File: src/design/nket_pkg.sv
// ----------------------------------------------------------------------------
// nket_pkg
// shared types and constants for the name keyed entry table
// ----------------------------------------------------------------------------
package nket_pkg;

	localparam int IDX_MAX_W = 10;
	localparam int KEY_MAX_W = 64;
	localparam int LOC_W     = 16;
	localparam int OUT_IDX_W = 6;

	typedef enum logic [1:0] {
		KIND_FIND   = 2'd0,
		KIND_ADD    = 2'd1,
		KIND_REMOVE = 2'd2
	} kind_t;

	typedef enum logic [1:0] {
		ST_OK        = 2'd0,
		ST_NOT_FOUND = 2'd1,
		ST_PRESENT   = 2'd2,
		ST_FULL      = 2'd3
	} status_t;

	typedef enum logic [1:0] {
		S_IDLE,
		S_SCAN,
		S_DONE
	} state_t;

	// request held for the whole scan, broadcast to every cell
	typedef struct packed {
		kind_t                  kind;
		logic [KEY_MAX_W-1:0]   key;
		logic [LOC_W-1:0]       loc;
		logic                   dir;
	} req_t;

	// scan token handed from cell to cell
	typedef struct packed {
		logic                   active;
		logic                   found;
		logic [IDX_MAX_W-1:0]   match_idx;
		logic [LOC_W-1:0]       match_loc;
		logic                   free_found;
		logic [IDX_MAX_W-1:0]   free_idx;
	} tok_t;

	// entry fill command
	typedef struct packed {
		logic                   en;
		logic [IDX_MAX_W-1:0]   idx;
	} wr_t;

endpackage

File: src/design/nket_cell.sv
// ----------------------------------------------------------------------------
// nket_cell
// one table entry; compares the passing scan token and hands it on
// ----------------------------------------------------------------------------
module nket_cell #(
	parameter int                         KEY_W     = 64,
	parameter logic [9:0]                 ENTRY_IDX = 10'd0
) (
	input  logic          clk,
	input  logic          arst_n,
	input  nket_pkg::req_t req,
	input  nket_pkg::wr_t  wr,
	input  nket_pkg::tok_t tok_in,
	output nket_pkg::tok_t tok_out
);
	import nket_pkg::*;

	logic              valid_q;
	logic [KEY_W-1:0]  key_q;
	logic [LOC_W-1:0]  loc_q;
	logic              dir_q;
	tok_t              tok_q;
	tok_t              tok_d;
	logic              hit;
	logic              first_hit;
	logic              wr_sel;

	assign hit       = valid_q && (key_q == req.key[KEY_W-1:0]);
	assign first_hit = tok_in.active && hit && !tok_in.found;
	assign wr_sel    = wr.en && (wr.idx == ENTRY_IDX);

	always_comb begin
		tok_d = tok_in;
		if (first_hit) begin
			tok_d.found     = 1'b1;
			tok_d.match_idx = ENTRY_IDX;
			tok_d.match_loc = loc_q;
		end
		if (tok_in.active && !valid_q && !tok_in.free_found) begin
			tok_d.free_found = 1'b1;
			tok_d.free_idx   = ENTRY_IDX;
		end
	end

	always_ff @(posedge clk or negedge arst_n) begin
		if (!arst_n) begin
			valid_q <= 1'b0;
			tok_q   <= '0;
		end else begin
			tok_q <= tok_d;
			if (wr_sel) begin
				valid_q <= 1'b1;
			end else if (first_hit && req.kind == KIND_REMOVE) begin
				valid_q <= 1'b0;
			end
		end
	end

	always_ff @(posedge clk) begin
		if (wr_sel) begin
			key_q <= req.key[KEY_W-1:0];
			loc_q <= req.loc;
			dir_q <= req.dir;
		end
	end

	assign tok_out = tok_q;

endmodule

File: config.mk
export PLATFORM = sky130hd
export DESIGN_NAME = nket_cell
export DESIGN_NICKNAME = d
export VERILOG_FILES = /design/src/design/nket_pkg.sv /design/src/design/nket_cell.sv
export SDC_FILE = /design/constraint.sdc
export NUM_CORES = 1
export LEC_CHECK = 0
export ABC_CLOCK_PERIOD_IN_PS = 2350
export BUFFER_PORTS_ARGS = -buffer_cell sky130_fd_sc_hd__buf_2
export CAP_MARGIN = 20
export CORE_MARGIN = 5
export CORE_UTILIZATION = 44
export DETAILED_ROUTE_END_ITERATION = 8
export GPL_ROUTABILITY_DRIVEN = 0
export HOLD_SLACK_MARGIN = 0.05
export PLACE_DENSITY = 0.87
export REMOVE_ABC_BUFFERS = 1
export SYNTH_ARGS = -nofsm -noshare
export SYNTH_HDL_FRONTEND = slang
export SYNTH_SLANG_ARGS = --single-unit
File: constraint.sdc
create_clock -name clk -period 2.35 [get_ports clk]
set_input_delay 0.235 -clock clk [delete_from_list [all_inputs] [get_ports clk]]
set_output_delay 0.235 -clock clk [all_outputs]
set_load 0.02 [all_outputs]
======== Yosys cells after proc, flatten, opt, wreduce, memory -nomap -nowiden ========
Cells that the tools add are included.
operators by class
  $add $sub $neg .......................... 0
  multiply operators ...................... 0
  div/mod/pow operators ................... 0
  $lt $le $gt $ge ......................... 0
  equality and inequality tests ........... 2
  shifts and indexed selects .............. 0
  muxes and demuxes ....................... 4
  bitwise gates (word level) .............. 0
  reduce and logical (&&, ||, !) cells .... 12
operator list
  operator                                    number
  equality test 64 bit                        1
  2-to-1 mux 27 bit                           1
  2-to-1 mux 11 bit                           1
  zero test 10 bit                            1
  logical AND 1 bit                           7
  zero test 1 bit                             3
  equality test 2 bit, second input constant  1
  2-to-1 mux 1 bit                            2
  nonzero test 2 bit                          1
storage, ports and cells
  register bits ........................... 120
  latch bits .............................. 0
  bits in writable memories ............... 0
  ROM bits ................................ 0
  bits of input ports ..................... 135
  output and inout bits ................... 39
  logic and storage cells ................. 27
  memories kept ........................... 0

======== Logic depth before layout (Yosys ltp) ========
Gate-level depths: netlist of run 1.
  depth in word-level cells ............... 7
  gate-level depth with buffers ........... 7
  mapped depth without buffers ............ 6

======== Worst setup path before layout of run 1 ========
OpenSTA, ideal clock, no wires.
  kind .................................... input -> register
  start point ............................. input port wr[2] (netlist name)
  end point ............................... register valid_q
  setup time .............................. 0.125 ns
  data arrival time ....................... 8.859 ns
  data required time ...................... 2.225 ns
  slack ................................... -6.634 ns
  cell stages on the path ................. 4
  buffers on the path ..................... 0
  cells stage by stage .................... nor4b_1 nand2_1 nor4_1 o21bai_1
on the way
  cells in the longest elaborated chain, start to end .. 3
  elaborated cells between the ends (all ways) .. 4
  classes of those cells .................. mux: 1; reduce/logical: 3
RTL lines
  element                                                        line             source
  from (decl)                                                    nket_cell.sv:12  input nket_pkg::wr_t wr,
  zero test 10 bit *                                             nket_cell.sv:30  assign wr_sel = wr.en && (wr.idx == ENTRY_IDX);
  logical AND 1 bit *                                            nket_cell.sv:30
  net wr_sel                                                     nket_cell.sv:26  logic wr_sel;
  2-to-1 mux 1 bit / nonzero test 2 bit (equally long branches)  --
  to (signal assigned)                                           nket_cell.sv:47  valid_q <= 1'b0;
  to (signal assigned)                                           nket_cell.sv:52  valid_q <= 1'b1;
  to (signal assigned)                                           nket_cell.sv:54  valid_q <= 1'b0;
  to (decl)                                                      nket_cell.sv:18  logic valid_q;
The timed path passes the listed nets; every way through them passes the cells marked *.
A chain may end at the register's enable or synchronous reset.

==> results.sh, run 1 <==
export IMPL_yosysUniqueCellTypes=27
export IMPL_async_flop_share_pct=33.3
export IMPL_ys_flop_type="edfxtp_1"
export IMPL_irDropWorstVdd_v=0.000433
export IMPL_avgSynthCellArea_sq_um=16.6
export IMPL_register_area_sq_um=3400
export IMPL_hold_class="primary input to flip-flop"
export IMPL_combPwrFrac_pct=9.2
export IMPL_finalPower_mw=5.41
export IMPL_first_iter_violations=203
export IMPL_port_buffers=172
export IMPL_drc=0
export IMPL_required_ps=2740
export IMPL_fp_dieH_um=112
export IMPL_failed_checks="setup timing"
export IMPL_die_w_um=112
export IMPL_dr_pass1_iters=4
export IMPL_rr_startpoint="key_q[7]"
export IMPL_rsz0062_at_grt="true"
export IMPL_setup_viol=16
export IMPL_max_stage_delay_ps=550
export IMPL_reg2reg_to="tok_out[12]"
export IMPL_dieArea_sq_um=12600
export IMPL_crit_family="simple AND/OR/NAND/NOR gates"
export IMPL_dp_hpwl_um=7290
export IMPL_p_leak_nw=3.12
export IMPL_clkPwrFrac_pct=48.2
export IMPL_core_area_sq_um=10200
export IMPL_synthCells=276
export IMPL_hold_path_end="valid_q"
export IMPL_grt_max_degree=82
export IMPL_hold_depth=4
export IMPL_antenna_found_initial=0
export IMPL_slowest_stage="or4_1"
export IMPL_maxSlewHeadroom_pct=41.2
export IMPL_startpoint_type="flip-flop"
export IMPL_tritoncts="done"
export IMPL_internal_power_mw=4.31
export IMPL_tightest_slew_ps=881
export IMPL_fin_ws_ps=-156
export IMPL_status="finished, violations left"
export IMPL_antenna_cells=0
export IMPL_floorplan_initialDensity_pct=44.8
export IMPL_overflow=0
export IMPL_power_frac_seq_pct=42.6
export IMPL_hold_slack_ps=101
export IMPL_area_growth_pct=63.5
export IMPL_yosys_cell_count_top_type="edfxtp_1"
export IMPL_p_per_area_nw_per_um2=721
export IMPL_hold_viol=0
export IMPL_dr_total_vias=3537
export IMPL_synth_edf_count=80
export IMPL_synth_top_area_share_pct=52.4
export IMPL_crit_chain="xnor2_1, o2111ai_1, or4_1, or3_4, nor4_4, buf_12, mux2_2"
export IMPL_critical_path_endpoint_type="flip-flop"
export IMPL_yosys_warnings=0
export IMPL_cts_clk_slew_worst_paths_ps=60
export IMPL_track_usage_pct=20.7
export IMPL_slew_violations=0
export IMPL_worstHoldStart="req[82]"
export IMPL_n_fill_cell=620
export IMPL_cts_root_buf="clkbuf_8"
export IMPL_grt_pass1_wl_um=20200
export IMPL_grt_pass1_vias=3985
export IMPL_ys_seq_elements=120
export IMPL_period_share_pct=107
export IMPL_wire_per_inst_um=17.4
export IMPL_r2r_slack_ps=-160
export IMPL_cap_violations=0
export IMPL_max_freq_mhz=399
export IMPL_synth_seq_area_share_pct=74.2
export IMPL_clkLatencyLatePin_ps=510
export IMPL_htreeDepth=4
export IMPL_multi_input_area_sq_um=1140
export IMPL_path_buf_inv=1
export IMPL_yosysTopAreaCell="edfxtp_1"
export IMPL_cp_max_fo=20
export IMPL_worstPathArrival_ps=2890
export IMPL_switchingPower_mw=1.10
export IMPL_synthTopCellsByCount="edfxtp_1, dfrtp_1, nor2b_1, xnor2_1, xor2_1"
export IMPL_switching_share_pct=20.3
export IMPL_cts_path_max_buffers=2
export IMPL_rows=37
export IMPL_crit_type="flip-flop to flip-flop"
export IMPL_finClkSkew_ps=10.5
export IMPL_syn_area_sq_um=4590
export IMPL_drt_total_wl_um=12900
export IMPL_synthTopCellsByArea="edfxtp_1, dfrtp_1, xnor2_1"
export IMPL_layout_drive_gt1_share_pct=37.7
export IMPL_ant_nets=0
export IMPL_pin_count=174
export IMPL_cts_buffers=17
export IMPL_fin_nets=727
export IMPL_viasPerCell=4.77
export IMPL_reg2regPathDepth=7
export IMPL_cts_sinks=120
export IMPL_cts_setup_buffers=0
export IMPL_fin_crit_ps=2510
area by class of cell:
cell class                      count  share of cell area, %
Sequential cell                   120                   45.4
Timing Repair Buffer              299                   28.5
Clock inverter                      7                   1.52
Clock buffer                       25                   6.46
Tap cell                          136                   2.27
Multi-Input combinational cell    141                   15.2
Inverter                           13                  0.651
logic make-up (layout without fill, tap and decap cells):
group,Yosys count,in the layout,share of synthesized area (%)
XOR/XNOR,48,48,9.17
buffers and inverters,15,344,1.39
multiplexers,16,16,3.93
AND/OR/NAND/NOR,63,63,8.73
flip-flops,120,120,74.2
AO/OA/AOI/OAI,14,14,2.59
metrics by stage:
stage / setup slack [ps] / area (sq um) / instances / TNS [ps] / utilization, %
floorplan: -6630 / 4570 / 274 / -540650 / -
global placement: -88.0 / 5690 / 589 / -1390 / 55.6
detailed placement: -139 / 5690 / 589 / -1990 / 55.6
CTS: -159 / 7480 / 740 / -2370 / 73.1
global route: -243 / 7500 / 741 / -4230 / 73.3
finish: -156 / 7500 / 741 / -2170 / 73.3
worst max-delay path by stage:
stage | startpoint | end | slack, ps | depth (start not counted)
global route | key_q[7] | tok_out[12] | -240 | 7
finish | key_q[7] | tok_out[12] | -160 | 7
global placement | key_q[61] | tok_out[21] | -90 | 7
CTS | key_q[7] | tok_out[21] | -160 | 7
detailed placement | key_q[7] | tok_out[11] | -140 | 7
floorplan | wr[2] | valid_q | -6630 | 4
power groups by stage:
stage / clock (mW) / combinational [mW] / sequential [mW]
CTS: 2.65 / 0.476 / 2.30
global placement: 0 / 0.310 / 2.34
detailed placement: 0 / 0.322 / 2.35
floorplan: 0 / 0.0741 / 2.39
global route: 2.75 / 0.534 / 2.31
finish: 2.61 / 0.495 / 2.31
tightest hold or removal path, cell delays in order:
cell and delay, ps:
buf_2 100, nand2_1 60, nor4_1 60, o21bai_1 110
cells in the final DEF (no fill, tap or decap), types with 2 or more instances in the layout:
master           n
buf_2          172
dlygate4sd3_1  120
edfxtp_1        80
dfrtp_1         40
nor2b_1         27
xnor2_1         25
xor2_1          23
mux2_2          16
clkbuf_16       16
inv_1           13
nand4_1          9
nor4_1           8
nand2b_1         7
clkbuf_8         5
buf_4            5
nand2_1          4
clkbuf_1         4
nor2_1           3
bufinv_16        3
inv_4            3
a221oi_1         2
o2111ai_1        2
a2111oi_2        2
o22ai_1          2
buf_12           2
per-layer routing:
metal | global-route usage, % | part of all wire (%)
met5 | 0 | 0
met1 | 22.1 | 36
met4 | 8.73 | 2.6
met3 | 5.93 | 6.9
met2 | 38.0 | 54
state kept, by name (all words and copies together) (netlist names):
signal   cells
key_q       64
loc_q       16
tok_out     39
valid_q      1
timing repair:
action,in CTS,in global routing
endpoints found under the hold margin,159,1
setup endpoints to repair,16,27
hold buffers,119,1
resized for setup,0,4
No activity file was read; power rests on OpenSTA's default activity.
==> run 2, diff against run 1 <==
--- a/config.mk
+++ b/config.mk
@@ -5,7 +5,6 @@
 export SDC_FILE = /design/constraint.sdc
 export NUM_CORES = 1
 export LEC_CHECK = 0
-export ABC_CLOCK_PERIOD_IN_PS = 2350
 export BUFFER_PORTS_ARGS = -buffer_cell sky130_fd_sc_hd__buf_2
 export CAP_MARGIN = 20
 export CORE_MARGIN = 5
==> constraint.sdc (replaced) <==
create_clock -name clk -period 2.35 [get_ports clk]
set_input_delay 0.47 -clock clk [delete_from_list [all_inputs] [get_ports clk]]
set_output_delay 0.47 -clock clk [all_outputs]
set_load 0.02 [all_outputs]
==> run 2 against run 1 <==
The run still ends with setup timing left. Total power shrank 5.6%. Core utilization shrank 10 points. First-iteration DRC count shrank 36%. Fmax shrank 0.71%. Final cell count shrank 15%. Cell area shrank 14%. Worst hold slack lost 18 ps. Via count shrank 15%. Flip-flop and latch count is the same. Clock skew grew 0.53 ps. Clock power shrank 5%. Sequential power is essentially flat. Largest cell class unchanged. Highest routed layer unchanged.
==> results.sh, run 2 (synthesis results as in run 1) <==
export IMPL_hold_slack_ps=83.7
export IMPL_clkLatencyLatePin_ps=510
export IMPL_worstPathArrival_ps=2910
export IMPL_rr_startpoint="key_q[7]"
export IMPL_hold_class="primary input to async pin"
export IMPL_max_stage_delay_ps=540
export IMPL_cts_clk_slew_worst_paths_ps=60
export IMPL_layout_commonest_cell="buf_2"
export IMPL_reg2reg_to="tok_out[15]"
export IMPL_dieArea_sq_um=12600
export IMPL_dr_pass1_iters=4
export IMPL_viasPerCell=4.78
export IMPL_regMostFlops="key_q"
export IMPL_track_usage_pct=15.8
export IMPL_grt_pass1_vias=3291
export IMPL_final_cell_mix="buf_2, edfxtp_1, dfrtp_1, nor2b_1, xnor2_1"
export IMPL_cts_buffers=17
export IMPL_path_buf_inv=2
export IMPL_required_ps=2730
export IMPL_antenna_found_initial=0
export IMPL_failed_checks="setup timing"
export IMPL_cap_violations=0
export IMPL_tightest_slew_ps=867
export IMPL_fin_nets=616
export IMPL_register_area_sq_um=3400
export IMPL_status="finished, violations left"
export IMPL_first_iter_violations=129
export IMPL_ant_nets=0
export IMPL_p_leak_nw=2.71
export IMPL_floorplan_initialDensity_pct=44.8
export IMPL_crit_family="simple AND/OR/NAND/NOR gates"
export IMPL_layout_drive_gt1_share_pct=49.0
export IMPL_drc=0
export IMPL_period_share_pct=107
export IMPL_n_fill_cell=777
export IMPL_largest_reg_flops=64
export IMPL_slew_violations=0
export IMPL_setup_viol=21
export IMPL_finClkSkew_ps=11.0
export IMPL_drt_total_wl_um=10200
export IMPL_crit_type="flip-flop to flip-flop"
export IMPL_pin_count=174
export IMPL_rsz0062_at_grt="true"
export IMPL_fin_area_sq_um=6450
export IMPL_fin_crit_ps=2520
export IMPL_fin_ws_ps=-174
export IMPL_slowest_stage="or4_1"
export IMPL_fp_dieH_um=112
export IMPL_maxSlewHeadroom_pct=42.2
export IMPL_hold_viol=0
export IMPL_postPlaceCellArea_sq_um=5710
export IMPL_crit_chain="xnor2_2, o2111ai_2, or4_1, or3_4, nor4_4, buf_6, clkbuf_16, mux2_2"
export IMPL_cts_path_max_buffers=2
export IMPL_dr_total_vias=3012
export IMPL_multi_input_area_sq_um=1190
export IMPL_max_freq_mhz=396
export IMPL_dpl_worst_slack_ps=-373
export IMPL_critical_path_endpoint_type="flip-flop"
export IMPL_antenna_cells=0
export IMPL_p_per_area_nw_per_um2=791
export IMPL_startpoint_type="flip-flop"
export IMPL_r2r_slack_ps=-170
export IMPL_cts_root_buf="clkbuf_8"
export IMPL_port_buffers=172
export IMPL_htreeDepth=4
export IMPL_overflow=0
export IMPL_core_area_sq_um=10200
export IMPL_die_w_um=112
export IMPL_grt_pass1_wl_um=15700
export IMPL_cts_sinks=120
export IMPL_area_growth_pct=40.7
export IMPL_reg2regPathDepth=8
export IMPL_wire_per_inst_um=16.2
export IMPL_tritoncts="done"
export IMPL_cp_max_fo=5
export IMPL_finalPower_mw=5.10
export IMPL_rows=37
export IMPL_irDropWorstVdd_v=0.000437
export IMPL_grt_max_degree=82
export IMPL_dp_hpwl_um=7370
[run 2: metal layers]
metal	GRT usage (%)	up-vias	wire length (um)
met4	5.85	0	114
met5	0	-	0
met1	18.1	1437	4040
met3	6.42	11	856
met2	26.8	142	5200
li1	-	1422	-
[run 2: where the power goes]
part           internal (mW)  switching (mW)
Sequential              2.29         0.00848
Combinational          0.164           0.167
Clock                   1.53           0.940
Total                   3.99            1.11
[run 2: repair_timing]
action / CTS / global route
setup endpoints to repair: 24 / 25
resized for setup: 3 / 17
gates cloned: 0 / 3
buffers inserted: 0 / 3
hold buffers: 0 / 0
pin swaps: 1 / 0
[run 2: cell type report]
cell class	count	share of cell area, %
Clock inverter	12	1.74
Inverter	13	0.756
Tap cell	136	2.64
Multi-Input combinational cell	141	18.5
Sequential cell	120	52.7
Timing Repair Buffer	188	16.4
Clock buffer	20	7.23
[run 2: metrics by stage]
stage / util (%) / TNS [ps] / instances
3_3_place_gp: 55.8 / -5930 / 592
5_1_grt: 63.1 / -4380 / 630
3_5_place_dp: 55.8 / -7390 / 592
4_1_cts: 61.6 / -2040 / 624
6_report: 63.1 / -2480 / 630
2_1_floorplan: - / -562430 / 274
[run 2: worst max path at each step]
stage | startpoint | endpoint | slack (ps) | depth (start not counted)
2_1_floorplan | wr[2] | valid_q | -6870 | 4
3_3_place_gp | req[26] | tok_out[21] | -300 | 8
3_5_place_dp | req[26] | tok_out[26] | -370 | 8
4_1_cts | key_q[7] | tok_out[25] | -140 | 7
5_1_grt | key_q[7] | tok_out[18] | -250 | 8
6_report | key_q[7] | tok_out[15] | -170 | 8
[run 2: worst reg2reg max path: stages, from the launching register on]
cell and delay [ps]:
edfxtp_1 410, xnor2_2 170, o2111ai_2 130, or4_1 540, or3_4 360, nor4_4 150
buf_6 180, clkbuf_16 160, mux2_2 320
==> run 3, diff against run 2 <==
--- a/config.mk
+++ b/config.mk
@@ -14,6 +14,7 @@
 export HOLD_SLACK_MARGIN = 0.05
 export PLACE_DENSITY = 0.87
 export REMOVE_ABC_BUFFERS = 1
+export SKIP_LAST_GASP = 1
 export SYNTH_ARGS = -nofsm -noshare
 export SYNTH_HDL_FRONTEND = slang
 export SYNTH_SLANG_ARGS = --single-unit
==> run 3 against run 2 <==
The run still ends with setup timing left. First-iteration DRC count is 1.6% higher. Routed wire length down 0.70%. Worst hold slack is essentially flat. Total power is essentially flat. Cell area fell by 0.79%. Non-clock buffer count is 1 lower. Via count is 0.30% higher. Flip-flop and latch count unchanged. Final cell count fell by 0.16%. Sequential power is essentially flat. Core utilization down 0.50 points. Critical endpoint is now tok_out[26].
==> results.sh, run 3 (synthesis results as in run 1) <==
export IMPL_path_buf_inv=2
export IMPL_drt_total_wl_um=10100
export IMPL_fin_util_pct=62.6
export IMPL_layout_drive_gt1_share_pct=48.9
export IMPL_core_area_sq_um=10200
export IMPL_clkLatencyLatePin_ps=510
export IMPL_fp_dieH_um=112
export IMPL_p_leak_nw=2.68
export IMPL_hold_viol=0
export IMPL_finClkSkew_ps=11.2
export IMPL_final_cell_mix="buf_2, edfxtp_1, dfrtp_1, nor2b_1, xnor2_1"
export IMPL_wire_per_inst_um=16.1
export IMPL_hold_class="primary input to async pin"
export IMPL_track_usage_pct=15.8
export IMPL_viasPerCell=4.80
export IMPL_rsz0062_at_grt="true"
export IMPL_cp_max_fo=10
export IMPL_drc=0
export IMPL_fin_crit_ps=2520
export IMPL_regMostFlops="key_q"
export IMPL_period_share_pct=107
export IMPL_grt_pass1_vias=3296
export IMPL_rows=37
export IMPL_dr_pass1_iters=4
export IMPL_status="finished, violations left"
export IMPL_tightest_slew_ps=861
export IMPL_floorplan_initialDensity_pct=44.8
export IMPL_overflow=0
export IMPL_setup_viol=21
export IMPL_n_fill_cell=780
export IMPL_port_buffers=172
export IMPL_cts_clk_slew_worst_paths_ps=60
export IMPL_hold_buffers=0
export IMPL_tritoncts="done"
export IMPL_crit_family="simple AND/OR/NAND/NOR gates"
export IMPL_first_iter_violations=131
export IMPL_crit_chain="xnor2_2, o2111ai_2, or4_1, or3_4, nor4_4, buf_6, buf_12, mux2_2"
export IMPL_slew_violations=0
export IMPL_dieArea_sq_um=12600
export IMPL_irDropWorstVdd_v=0.000441
export IMPL_finalPower_mw=5.10
export IMPL_layout_commonest_cell="buf_2"
export IMPL_pin_count=174
export IMPL_grt_max_degree=82
export IMPL_cts_path_max_buffers=2
export IMPL_htreeDepth=4
export IMPL_hold_slack_ps=83.5
export IMPL_antenna_found_initial=0
export IMPL_cts_sinks=120
export IMPL_area_growth_pct=39.6
export IMPL_max_stage_delay_ps=540
export IMPL_fin_ws_ps=-171
export IMPL_startpoint_type="flip-flop"
export IMPL_max_freq_mhz=397
export IMPL_failed_checks="setup timing"
export IMPL_dr_total_vias=3021
export IMPL_crit_type="flip-flop to flip-flop"
export IMPL_grt_pass1_wl_um=15700
export IMPL_slowest_stage="or4_1"
export IMPL_antenna_cells=0
export IMPL_ant_nets=0
export IMPL_largest_reg_flops=64
export IMPL_critical_path_endpoint_type="flip-flop"
export IMPL_die_w_um=112
export IMPL_worstPathArrival_ps=2900
export IMPL_p_per_area_nw_per_um2=797
export IMPL_required_ps=2730
export IMPL_cap_violations=0
export IMPL_cts_buffers=17
export IMPL_dp_hpwl_um=7370
export IMPL_fin_nets=615
export IMPL_maxSlewHeadroom_pct=42.6
export IMPL_cts_root_buf="clkbuf_8"
==> run 3: layer usage <==
| metal | vias up | track usage, % | share of wire, % |
|---|---|---|---|
| met5 | - | 0 | 0 |
| met4 | 0 | 5.93 | 1.2 |
| met3 | 13 | 6.47 | 9.0 |
| met2 | 152 | 26.8 | 50 |
| met1 | 1433 | 18.0 | 39 |
| li1 | 1423 | - | - |
==> run 3: worst paths after layout <==
path | startpoint | end | slack [ps] | cells after the start
setup / recovery | key_q[7] | tok_out[26] | -170 | 8
hold / removal | arst_n | tok_out[30] | 80 | 1
setup reg to reg | key_q[7] | tok_out[26] | -170 | 8
hold reg to reg | loc_q[7] | tok_out[18] | 480 | 1
max in group asynchronous | arst_n | valid_q | 1730 | 1
min in group clk | tok_in[38] | tok_out[38] | 120 | 1
==> run 3: power by group <==
part | switching, mW | internal (mW) | total (mW) | leakage [nW]
logic | 0.167 | 0.161 | 0.328 | 1.21
registers | 0.00845 | 2.29 | 2.30 | 1.18
clock network | 0.941 | 1.53 | 2.47 | 0.288
==> run 3: final cells by class <==
class	count	area [sq um]	area share (%)
clock buffer	20	467	7.29
clock inverter	12	113	1.76
inverter	13	48.8	0.762
multi-input combinational	141	1170	18.3
sequential	120	3400	53.2
tap	136	170	2.66
timing repair buffer	187	1030	16.1
==> run 3: through the flow <==
stage | worst slack, ps | TNS, ps | instance area, sq um | std cells
after global routing | -253 | -4360 | 6400 | 629
after CTS | -146 | -2050 | 6300 | 624
after floorplan | -6870 | -562430 | 4570 | 274
after global placement | -298 | -5930 | 5710 | 592
final | -171 | -2520 | 6400 | 629
after detailed placement | -373 | -7390 | 5710 | 592
==> run 3: worst reg2reg max path, delay by kind of cell (launching register included) <==
kind,cells,cell delay [ps]
muxes,1,350
DFF,1,410
xor gates and xnor gates,1,170
and+or+nand+nor,3,1050
AOI/OAI and AO/OA,1,130
buffers and inverters,2,290
==> run 3: what timing repair did <==
item                       4_1_cts  5_1_grt
cloned                           0        2
setup buffers                    0        4
resized for setup                2       11
pin swaps                        1        0
setup endpoints to repair       24       25
